[src/hw/rtl/amcp_pkg.sv]
package amcp_pkg;

    // default width of the byte position counter
    localparam int OFFSET_BITS_DEFAULT = 40;

    // result queue depth: one byte can produce two results
    localparam int QUEUE_DEPTH = 3;

    // register indexes of the configuration port
    localparam logic [1:0] CFG_MEMBER_LIMIT  = 2'd0;
    localparam logic [1:0] CFG_DECODED_LIMIT = 2'd1;
    localparam logic [1:0] CFG_BASE_OFFSET   = 2'd2;

    // reset values of the configuration registers
    localparam logic [17:0] MEMBER_LIMIT_RESET  = 18'd100000;
    localparam logic [30:0] DECODED_LIMIT_RESET = 31'h1000_0000;
    localparam logic [39:0] BASE_OFFSET_RESET   = 40'd0;

    // largest member count the 17-bit counter holds
    localparam logic [16:0] COUNT_CAP = 17'h1_FFFF;

    // bytes in one size record
    localparam int RECORD_BYTES = 8;

    // archive status codes
    localparam logic [2:0] ST_OK        = 3'd0;
    localparam logic [2:0] ST_SHORT     = 3'd1;
    localparam logic [2:0] ST_BAD_SIG   = 3'd2;
    localparam logic [2:0] ST_NEGATIVE  = 3'd3;
    localparam logic [2:0] ST_OVERSIZE  = 3'd4;
    localparam logic [2:0] ST_TOO_MANY  = 3'd5;
    localparam logic [2:0] ST_OVERFLOW  = 3'd6;

    // codec tags
    localparam logic CODEC_LZW  = 1'b0;
    localparam logic CODEC_HUFF = 1'b1;

    // smallest span that can hold a header and one record
    localparam int MIN_SPAN = 16;

    typedef struct packed {
        logic [7:0] data_byte;
        logic       final_byte;
    } in_item_t;

    typedef struct packed {
        logic        is_status;
        logic [16:0] member_index;
        logic [40:0] record_offset;
        logic [30:0] packed_size;
        logic [30:0] orig_size;
        logic        codec;
        logic [2:0]  status;
        logic [39:0] archive_length;
        logic        last_of_item;
    } out_item_t;

    // queue writes for one accepted byte
    typedef struct packed {
        logic first;
        logic second;
    } push_t;

    // signature bytes "**++"
    function automatic logic [7:0] sig_char(input logic [1:0] idx);
        logic [7:0] c;
        c = idx[1] ? 8'h2B : 8'h2A;
        return c;
    endfunction

    // codec tag bytes "LZW " and "HUFF"
    function automatic logic [7:0] tag_char(input logic codec, input logic [1:0] idx);
        logic [7:0] c;
        if (codec == CODEC_LZW)
        begin
            unique case (idx)
                2'd0: c = 8'h4C;
                2'd1: c = 8'h5A;
                2'd2: c = 8'h57;
                default: c = 8'h20;
            endcase
        end
        else
        begin
            unique case (idx)
                2'd0: c = 8'h48;
                2'd1: c = 8'h55;
                default: c = 8'h46;
            endcase
        end
        return c;
    endfunction

endpackage

[src/hw/rtl/archive_member_chain_parser.sv]
// Member-chain archive parser. Bytes of an archive image come in one per transfer on the
// input channel; the block checks the "**++" signature and the "LZW "/"HUFF" codec tag,
// then walks the chain of 8-byte little-endian size records, skipping each member's
// compressed bytes, and sends one descriptor per member once its data has passed. The byte
// flagged final_byte closes the archive: a status result follows (with archive_length when
// the status is ok) and the parser returns to its reset state, so the next byte opens a new
// archive. A nonzero status means every earlier descriptor of that archive must be dropped.
// All parsing for a byte is done in the cycle it is accepted; results go to a three-entry
// queue, so a new byte is taken every cycle while the queue has room for two results.
// A byte can yield two results (a member and the final status); the single output port
// drains them one per cycle while out_ready is high. The user must write configuration
// registers via cfg_we/cfg_index/cfg_wdata only while the block is idle (not enforced).
module archive_member_chain_parser
#(
    parameter int OFFSET_BITS = amcp_pkg::OFFSET_BITS_DEFAULT
)
(
    input  logic                 clk,
    input  logic                 rst_n,
    // byte input
    input  logic                 in_valid,
    output logic                 in_ready,
    input  amcp_pkg::in_item_t   in_data,
    // result output
    output logic                 out_valid,
    input  logic                 out_ready,
    output amcp_pkg::out_item_t  out_data,
    // configuration writes
    input  logic                 cfg_we,
    input  logic [1:0]           cfg_index,
    input  logic [39:0]          cfg_wdata
);

    // chain end may run one bit past the position counter
    localparam int CE_W  = OFFSET_BITS + 1;
    // wide enough for offsets and the reported 41-bit record offset
    localparam int SUM_W = (OFFSET_BITS + 1 > 41) ? OFFSET_BITS + 1 : 41;
    localparam logic [OFFSET_BITS-1:0] POS_MAX = '1;

    typedef enum logic [1:0] {
        PH_HEADER,
        PH_RECORD,
        PH_DATA,
        PH_HALT
    } phase_t;

    // configuration
    logic [17:0] member_limit_reg;
    logic [30:0] decoded_limit_reg;
    logic [39:0] base_offset_reg;

    // parse state
    phase_t                 phase_reg,     phase_next;
    logic [OFFSET_BITS-1:0] pos_reg,       pos_next;
    logic [2:0]             fcnt_reg,      fcnt_next;
    logic [63:0]            shift_reg,     shift_next;
    logic [30:0]            remain_reg,    remain_next;
    logic [16:0]            count_reg,     count_next;
    logic                   codec_reg,     codec_next;
    logic [OFFSET_BITS-1:0] rec_start_reg, rec_start_next;
    logic [CE_W-1:0]        chain_end_reg, chain_end_next;
    logic [2:0]             err_reg,       err_next;

    logic        accept;
    logic        fin;
    logic        overflow;
    phase_t      phase_a;
    logic        hdr_ok;
    logic        mem_emit;
    logic        trunc;
    logic [30:0] mem_packed;
    logic [16:0] lim;
    logic [2:0]  stat;
    logic [SUM_W-1:0] rec_off_wide;
    logic [SUM_W-1:0] alen_wide;

    amcp_pkg::out_item_t desc_item;
    amcp_pkg::out_item_t stat_item;
    amcp_pkg::out_item_t item0;
    amcp_pkg::push_t     push;
    logic                space;

    assign in_ready = space;
    assign accept   = in_valid && in_ready;
    assign fin      = in_data.final_byte;
    assign overflow = pos_reg == POS_MAX;
    // a 17-bit counter caps the usable limit
    assign lim      = member_limit_reg[17] ? amcp_pkg::COUNT_CAP : member_limit_reg[16:0];

    // parse step for one byte
    always_comb
    begin
        phase_next     = phase_reg;
        fcnt_next      = fcnt_reg;
        shift_next     = shift_reg;
        remain_next    = remain_reg;
        codec_next     = codec_reg;
        rec_start_next = rec_start_reg;
        chain_end_next = chain_end_reg;
        err_next       = err_reg;
        hdr_ok         = 1'b0;
        mem_emit       = 1'b0;
        mem_packed     = '0;
        phase_a        = phase_reg;

        // position stuck at its top: halt with overflow
        if (overflow)
        begin
            if (err_next == amcp_pkg::ST_OK)
                err_next = amcp_pkg::ST_OVERFLOW;
            phase_a    = PH_HALT;
            phase_next = PH_HALT;
        end

        unique case (phase_a)
            PH_HEADER:
            begin
                if (fcnt_reg < 3'd4)
                    hdr_ok = in_data.data_byte == amcp_pkg::sig_char(fcnt_reg[1:0]);
                else if (fcnt_reg == 3'd4)
                begin
                    // first tag byte picks the codec
                    if (in_data.data_byte == amcp_pkg::tag_char(amcp_pkg::CODEC_LZW, 2'd0))
                    begin
                        hdr_ok     = 1'b1;
                        codec_next = amcp_pkg::CODEC_LZW;
                    end
                    else if (in_data.data_byte ==
                             amcp_pkg::tag_char(amcp_pkg::CODEC_HUFF, 2'd0))
                    begin
                        hdr_ok     = 1'b1;
                        codec_next = amcp_pkg::CODEC_HUFF;
                    end
                end
                else
                    hdr_ok = in_data.data_byte == amcp_pkg::tag_char(codec_reg, fcnt_reg[1:0]);

                if (!hdr_ok)
                begin
                    if (err_next == amcp_pkg::ST_OK)
                        err_next = amcp_pkg::ST_BAD_SIG;
                    phase_next = PH_HALT;
                end
                else if (fcnt_reg == 3'd7)
                begin
                    fcnt_next  = 3'd0;
                    phase_next = PH_RECORD;
                end
                else
                    fcnt_next = fcnt_reg + 3'd1;
            end

            PH_RECORD:
            begin
                if (fcnt_reg == 3'd0)
                    rec_start_next = pos_reg;
                shift_next = {in_data.data_byte, shift_reg[63:8]};
                fcnt_next  = fcnt_reg + 3'd1;
                // record complete: low word plain size, high word packed size
                if (fcnt_reg == 3'd7)
                begin
                    priority if (count_reg >= lim)
                    begin
                        if (err_next == amcp_pkg::ST_OK)
                            err_next = amcp_pkg::ST_TOO_MANY;
                        phase_next = PH_HALT;
                    end
                    else if (shift_next[31] || shift_next[63])
                    begin
                        if (err_next == amcp_pkg::ST_OK)
                            err_next = amcp_pkg::ST_NEGATIVE;
                        phase_next = PH_HALT;
                    end
                    else if (shift_next[30:0] > decoded_limit_reg)
                    begin
                        if (err_next == amcp_pkg::ST_OK)
                            err_next = amcp_pkg::ST_OVERSIZE;
                        phase_next = PH_HALT;
                    end
                    else if (shift_next[62:32] == 31'd0)
                    begin
                        // empty member: done at its record
                        mem_emit       = 1'b1;
                        mem_packed     = '0;
                        chain_end_next = CE_W'(rec_start_reg) + CE_W'(amcp_pkg::RECORD_BYTES);
                    end
                    else
                    begin
                        remain_next = shift_next[62:32];
                        phase_next  = PH_DATA;
                    end
                end
            end

            PH_DATA:
            begin
                remain_next = remain_reg - 31'd1;
                if (remain_next == 31'd0)
                begin
                    mem_emit       = 1'b1;
                    mem_packed     = shift_reg[62:32];
                    chain_end_next = CE_W'(pos_reg) + CE_W'(1);
                    phase_next     = PH_RECORD;
                end
            end

            PH_HALT:
            begin
                // nothing more until the final byte
            end

            default:
            begin
            end
        endcase

        pos_next = overflow ? pos_reg : pos_reg + OFFSET_BITS'(1);

        // final byte inside member data: emit the bytes really present
        trunc = fin && (phase_next == PH_DATA) && (remain_next != 31'd0) &&
                (err_next == amcp_pkg::ST_OK);
        if (trunc)
        begin
            mem_emit       = 1'b1;
            mem_packed     = shift_next[62:32] - remain_next;
            chain_end_next = CE_W'(pos_next);
        end

        count_next = count_reg + {16'd0, mem_emit};

        priority if (pos_next < OFFSET_BITS'(amcp_pkg::MIN_SPAN))
            stat = amcp_pkg::ST_SHORT;
        else if (err_next != amcp_pkg::ST_OK)
            stat = err_next;
        else if (count_next == 17'd0)
            stat = amcp_pkg::ST_SHORT;
        else
            stat = amcp_pkg::ST_OK;
    end

    assign rec_off_wide = SUM_W'(base_offset_reg) + SUM_W'(rec_start_reg);
    assign alen_wide    = SUM_W'(chain_end_next);

    // member descriptor
    always_comb
    begin
        desc_item                = '0;
        desc_item.is_status      = 1'b0;
        desc_item.member_index   = count_reg;
        desc_item.record_offset  = rec_off_wide[40:0];
        desc_item.packed_size    = mem_packed;
        desc_item.orig_size      = shift_next[30:0];
        desc_item.codec          = codec_next;
        desc_item.status         = amcp_pkg::ST_OK;
        desc_item.archive_length = '0;
        desc_item.last_of_item   = !fin;
    end

    // final archive status
    always_comb
    begin
        stat_item                = '0;
        stat_item.is_status      = 1'b1;
        stat_item.member_index   = count_next;
        stat_item.codec          = codec_next;
        stat_item.status         = stat;
        stat_item.archive_length = (stat == amcp_pkg::ST_OK) ? alen_wide[39:0] : 40'd0;
        stat_item.last_of_item   = 1'b1;
    end

    assign item0       = mem_emit ? desc_item : stat_item;
    assign push.first  = accept && (mem_emit || fin);
    assign push.second = accept && mem_emit && fin;

    amcp_result_queue u_queue
    (
        .clk       (clk),
        .rst_n     (rst_n),
        .push      (push),
        .item0     (item0),
        .item1     (stat_item),
        .space     (space),
        .out_valid (out_valid),
        .out_ready (out_ready),
        .out_data  (out_data)
    );

    // parse state: cleared after the final byte of each archive
    always_ff @(posedge clk or negedge rst_n)
    begin
        if (!rst_n)
        begin
            phase_reg     <= PH_HEADER;
            pos_reg       <= '0;
            fcnt_reg      <= '0;
            shift_reg     <= '0;
            remain_reg    <= '0;
            count_reg     <= '0;
            codec_reg     <= amcp_pkg::CODEC_LZW;
            rec_start_reg <= '0;
            chain_end_reg <= '0;
            err_reg       <= amcp_pkg::ST_OK;
        end
        else if (accept)
        begin
            if (fin)
            begin
                phase_reg     <= PH_HEADER;
                pos_reg       <= '0;
                fcnt_reg      <= '0;
                shift_reg     <= '0;
                remain_reg    <= '0;
                count_reg     <= '0;
                codec_reg     <= amcp_pkg::CODEC_LZW;
                rec_start_reg <= '0;
                chain_end_reg <= '0;
                err_reg       <= amcp_pkg::ST_OK;
            end
            else
            begin
                phase_reg     <= phase_next;
                pos_reg       <= pos_next;
                fcnt_reg      <= fcnt_next;
                shift_reg     <= shift_next;
                remain_reg    <= remain_next;
                count_reg     <= count_next;
                codec_reg     <= codec_next;
                rec_start_reg <= rec_start_next;
                chain_end_reg <= chain_end_next;
                err_reg       <= err_next;
            end
        end
    end

    // configuration registers, unknown indexes ignored
    always_ff @(posedge clk or negedge rst_n)
    begin
        if (!rst_n)
        begin
            member_limit_reg  <= amcp_pkg::MEMBER_LIMIT_RESET;
            decoded_limit_reg <= amcp_pkg::DECODED_LIMIT_RESET;
            base_offset_reg   <= amcp_pkg::BASE_OFFSET_RESET;
        end
        else if (cfg_we)
        begin
            if (cfg_index == amcp_pkg::CFG_MEMBER_LIMIT)
                member_limit_reg <= cfg_wdata[17:0];
            else if (cfg_index == amcp_pkg::CFG_DECODED_LIMIT)
                decoded_limit_reg <= cfg_wdata[30:0];
            else if (cfg_index == amcp_pkg::CFG_BASE_OFFSET)
                base_offset_reg <= cfg_wdata;
        end
    end

    // final byte returns the parser to its reset state
    a_final_clears: assert property (@(posedge clk) disable iff (!rst_n)
        (accept && fin) |=> (phase_reg == PH_HEADER && pos_reg == '0 && count_reg == '0))
        else $error("parser state not cleared after final byte");

    // first error wins until the archive ends
    a_error_sticky: assert property (@(posedge clk) disable iff (!rst_n)
        (err_reg != amcp_pkg::ST_OK && !(accept && fin)) |=> err_reg == $past(err_reg))
        else $error("error code changed within an archive");

    // halting only happens through an error
    a_halt_has_error: assert property (@(posedge clk) disable iff (!rst_n)
        phase_reg == PH_HALT |-> err_reg != amcp_pkg::ST_OK)
        else $error("halted without an error code");

    // data phase always has bytes left to skip
    a_data_remaining: assert property (@(posedge clk) disable iff (!rst_n)
        phase_reg == PH_DATA |-> remain_reg != 31'd0)
        else $error("data phase with nothing remaining");

endmodule

[src/hw/rtl/amcp_result_queue.sv]
module amcp_result_queue
(
    input  logic                 clk,
    input  logic                 rst_n,
    input  amcp_pkg::push_t      push,
    input  amcp_pkg::out_item_t  item0,
    input  amcp_pkg::out_item_t  item1,
    output logic                 space,
    output logic                 out_valid,
    input  logic                 out_ready,
    output amcp_pkg::out_item_t  out_data
);

    localparam int DEPTH = amcp_pkg::QUEUE_DEPTH;

    amcp_pkg::out_item_t q_reg  [DEPTH];
    amcp_pkg::out_item_t q_next [DEPTH];
    logic [1:0] cnt_reg;
    logic [1:0] cnt_next;
    logic       pop;
    logic [1:0] keep;

    assign pop       = (cnt_reg != 2'd0) && out_ready;
    assign keep      = cnt_reg - {1'b0, pop};
    assign out_valid = cnt_reg != 2'd0;
    assign out_data  = q_reg[0];
    // room for two results, so a byte is never refused for lack of the second slot
    assign space     = cnt_reg < 2'(DEPTH - 1);

    always_comb
    begin
        for (int k = 0; k < DEPTH; k++)
        begin
            q_next[k] = q_reg[k];
            if (k < int'(keep))
            begin
                if (pop && (k + 1 < DEPTH))
                    q_next[k] = q_reg[k + 1];
            end
            else if ((k == int'(keep)) && push.first)
                q_next[k] = item0;
            else if ((k == int'(keep) + 1) && push.second)
                q_next[k] = item1;
        end
        cnt_next = keep + {1'b0, push.first} + {1'b0, push.second};
    end

    always_ff @(posedge clk)
    begin
        for (int k = 0; k < DEPTH; k++)
            q_reg[k] <= q_next[k];
    end

    always_ff @(posedge clk or negedge rst_n)
    begin
        if (!rst_n)
            cnt_reg <= 2'd0;
        else
            cnt_reg <= cnt_next;
    end

    a_no_overfill: assert property (@(posedge clk) disable iff (!rst_n)
        cnt_reg <= 2'(DEPTH))
        else $error("result queue overfilled");

    a_second_needs_first: assert property (@(posedge clk) disable iff (!rst_n)
        push.second |-> push.first)
        else $error("second result written without first");

    a_push_needs_space: assert property (@(posedge clk) disable iff (!rst_n)
        push.first |-> space)
        else $error("result written while queue lacks room");

endmodule
[config.mk]
export PLATFORM = sky130hd
export DESIGN_NAME = archive_member_chain_parser
export DESIGN_NICKNAME = d
export VERILOG_FILES = /design/src/hw/rtl/amcp_pkg.sv /design/src/hw/rtl/archive_member_chain_parser.sv /design/src/hw/rtl/amcp_result_queue.sv
export SDC_FILE = /design/constraint.sdc
export NUM_CORES = 2
export LEC_CHECK = 0
export BUFFER_PORTS_ARGS = -buffer_cell sky130_fd_sc_hd__buf_2
export CORE_ASPECT_RATIO = 1.25
export CORE_MARGIN = 1.5
export CORE_UTILIZATION = 35
export CTS_BUF_LIST = sky130_fd_sc_hd__clkbuf_4
export CTS_CLUSTER_SIZE = 24
export DETAILED_ROUTE_END_ITERATION = 8
export RECOVER_POWER = 100
export SETUP_SLACK_MARGIN = 0.4
export SLEW_MARGIN = 10
export SYNTH_ARGS = -nofsm -noshare
export SYNTH_HDL_FRONTEND = slang
export SYNTH_HIERARCHICAL = 1
export SYNTH_SLANG_ARGS = --single-unit
export TNS_END_PERCENT = 1
[constraint.sdc]
create_clock -name clk -period 13.2 [get_ports clk]
set_clock_uncertainty 0.05 [all_clocks]
set_input_delay 0.66 -clock clk [delete_from_list [all_inputs] [get_ports clk]]
set_output_delay 0.66 -clock clk [all_outputs]
set_load 0.05 [all_outputs]
==> metrics.yaml <==
ys.flop_type: "edfxtp_1"
ant_nets: 0
fin_cells: 8049
floorplan.core_area_um2: 150000
grt_first_pass_wirelength_um: 280000
worst_setup_path_start_kind: "flop"
area_growth_pct: 10.6
antenna_found_initial: 7
vias: 45500
drtIter0Drc: 4199
vdd_drop_max_mv: 0.165
dp_slack_ns: 1.96
drc: 0
yosysUniqueCellTypes: 101
timing.final.crit_share_pct: 89.3
grt_start_max_net_pins: 169
timing.hold.ws_ns: 0.178
cp.arrival_ns: 12.69
power_leakage_nw: 22.1
htreeDepth: 4
std_cell_rows: 159
grt_pass1_vias: 44400
p_per_area_nw_per_um2: 212
cts_buffers: 218
violations: "capacitance limit, slew limit"
required_ns: 14.10
clock_latency_ns: 1.24
setup_tns_ns: 0
drv_slew: 1769
path_common_cell: "and3_1"
max_freq_ghz: 0.0848
start_util_pct: 35.3
dr_wl_met3_um: 13400
drive_gt1_share_pct: 11.9
clk_path_buf_depth: 3
finalSetupViolations: 0
cts_tree: "built"
dieWidth_um: 351
endpoint_kind: "flop"
cp_slowest_stage_delay_ns: 0.79
met1_length_um: 77300
vias_per_cell: 5.65
syn_inst: 5535
dp_cells: 7584
power_mw: 12.5
hold_viol: 0
crit_slowest_cell: "nor3_1"
crit_fanout: 24
ys_async_sr_fraction_pct: 40.0
postSynthAreaPerCell_um2: 9.59
io_pins: 224
synth_seq_area_share_pct: 43.8
yosys_warnings: 6
avgRoutedWirePerCell_um: 23.0
cts.sinks: 830
rsz0062_at_grt: "no"
fin_ws_ns: 1.41
dpl.hpwl_um: 119000
syn_area_um2: 53100
nets: 6040
outcome: "finished with violations"
die_h_um: 439
design_area_um2: 58700
tightest_slew_ns: 6.77
synth_edf_count: 498
slew_headroom_pct: -351
post_cts_resize_count: 0
gp_congestion: 0.941
cap_viol_max_count: 28
path_class: "reg -> reg"
placed_cell_area_um2: 55700
port_buffers: 223
route.met2.wl_um: 85100
clockRootBuffer: "clkbuf_4"
overflow: 0
hold_path.class: "in -> reg"
fin_util_pct: 39.1
track_usage_pct: 23.5
dieArea_um2: 154000
clkSlewWorstSetupHoldPaths_ns: 0.07
top_layer: "met5"
largest_reg_flops: 498
first_pass_iters: 7
synth-seq-cells: 830
period_minus_slack_ns: 11.79
routed_wl_um: 185000
## cells in the mapped netlist, types with 24 or more instances
cell | instances | area (µm²)
o31ai_1 | 72 | 541
o22ai_1 | 24 | 150
o311ai_0 | 121 | 1060
a21oi_1 | 279 | 1400
buf_2 | 52 | 260
nand3_1 | 229 | 1150
nand4_1 | 37 | 231
ha_1 | 136 | 1700
o21ai_0 | 727 | 3640
mux2i_1 | 93 | 931
dfrtp_1 | 325 | 8130
xor2_1 | 85 | 744
a22oi_1 | 54 | 405
a21o_1 | 28 | 210
mux2_2 | 172 | 1940
inv_1 | 91 | 342
o211ai_1 | 48 | 360
nand2_1 | 410 | 1540
and3_1 | 46 | 288
mux2_1 | 131 | 1480
a22o_1 | 46 | 403
clkbuf_1 | 391 | 1470
o21ai_1 | 29 | 145
and2_1 | 138 | 863
nor2_1 | 303 | 1140
xnor2_1 | 98 | 858
nor4bb_1 | 122 | 1220
nor4_1 | 29 | 181
nor3_1 | 108 | 541
edfxtp_1 | 498 | 15000
a31oi_1 | 138 | 863
buf_4 | 184 | 1380
## report_power, final
part | internal, mW | switching (mW) | total (mW)
Combinational | 1.65 | 4.46 | 6.11
Clock | 1.21 | 1.17 | 2.38
Sequential | 3.59 | 0.379 | 3.97
Total | 6.45 | 6.01 | 12.5
## kinds of logic after synthesis
family | share of synthesized area, %
adders and majority gates | 3.28
xor gates and xnor gates | 3.02
muxes | 8.21
buffers and inverters | 6.82
other | 0.0141
and+or+nand+nor | 15.0
DFF | 43.8
AOI/OAI and AO/OA | 19.9
## cell type report
cell class	count	area, µm²
inverter	97	372
multi-input combinational	4345	27700
tap	2012	2520
timing repair buffer	354	1980
antenna	2	5.00
clock inverter	54	234
sequential	830	23300
fill	15200	91700
clock buffer	355	2670
## final timing paths
path | endpoint | from | slack (ns) | depth (start not counted)
min reg2reg | chain_end_reg[39]$_DFFE_PN0P_ | chain_end_reg[39]$_DFFE_PN0P_ | 0.43 | 2
min | base_offset_reg[36]$_DFFE_PN0P_ | cfg_wdata[36] | 0.18 | 3
min in group asynchronous | shift_reg[57]$_DFFE_PN0P_ | rst_n | 2.52 | 2
max in group asynchronous | base_offset_reg[29]$_DFFE_PN0P_ | rst_n | 3.65 | 4
max | u_queue/q_reg[0][32]$_DFFE_PP_ | pos_reg[0]$_DFFE_PN0P_ | 1.41 | 37
max reg2reg | u_queue/q_reg[0][32]$_DFFE_PP_ | pos_reg[0]$_DFFE_PN0P_ | 1.41 | 37
## placed cells by master, fill, tap and decap left out, types with 17 or more instances in the layout
master         netlist  layout
ha_1               136     135
a22o_1              46      46
dlygate4sd3_1        0      54
clkinv_1             2      41
buf_2               52      53
mux2_2             172     171
clkbuf_1           391     188
a21o_1              28      28
nand3_1            229     229
a21oi_1            279     280
conb_1               2     392
o21ai_0            727     751
nand2_1            410     410
o22ai_1             24      24
dfrtp_1            325     324
edfxtp_1           498     498
nor3_1             108     111
o21a_1              18      18
xnor2_1             98      98
a22oi_1             54      54
mux2_1             131     132
and3_1              46      46
nor2_1             303     300
buf_4              184      51
a31oi_1            138     138
o211ai_1            48      48
nor4bb_1           122     122
clkbuf_4             0     357
and2_0               0     123
o311ai_0           121     121
nand2b_1            18      17
inv_1               91      89
mux2i_1             93      93
o31ai_1             72      72
nor4_1              29      30
xor2_1              85      85
nand4_1             37      38
## critical path: cells and delay by family, from the launching register on
kind / cells / cell delay [ns]
simple gates: 23 / 6.55
flops: 1 / 0.49
fa+ha+maj: 4 / 1.51
xor+xnor: 1 / 0.28
buf+inv: 4 / 1.07
compound gates: 5 / 1.48
## metal layers
metal  GRT usage (%)  up-vias
met5               0        -
met2            37.3     1935
met4            11.8       10
met1            30.6    22200
li1                -    21000
met3            4.24      431
## what timing repair did
action | CTS | global route
hold buffers | 54 | 0
hold endpoints to repair | 220 | 0
buffers inserted | 0 | 0
(Power assumes the default switching activity.)
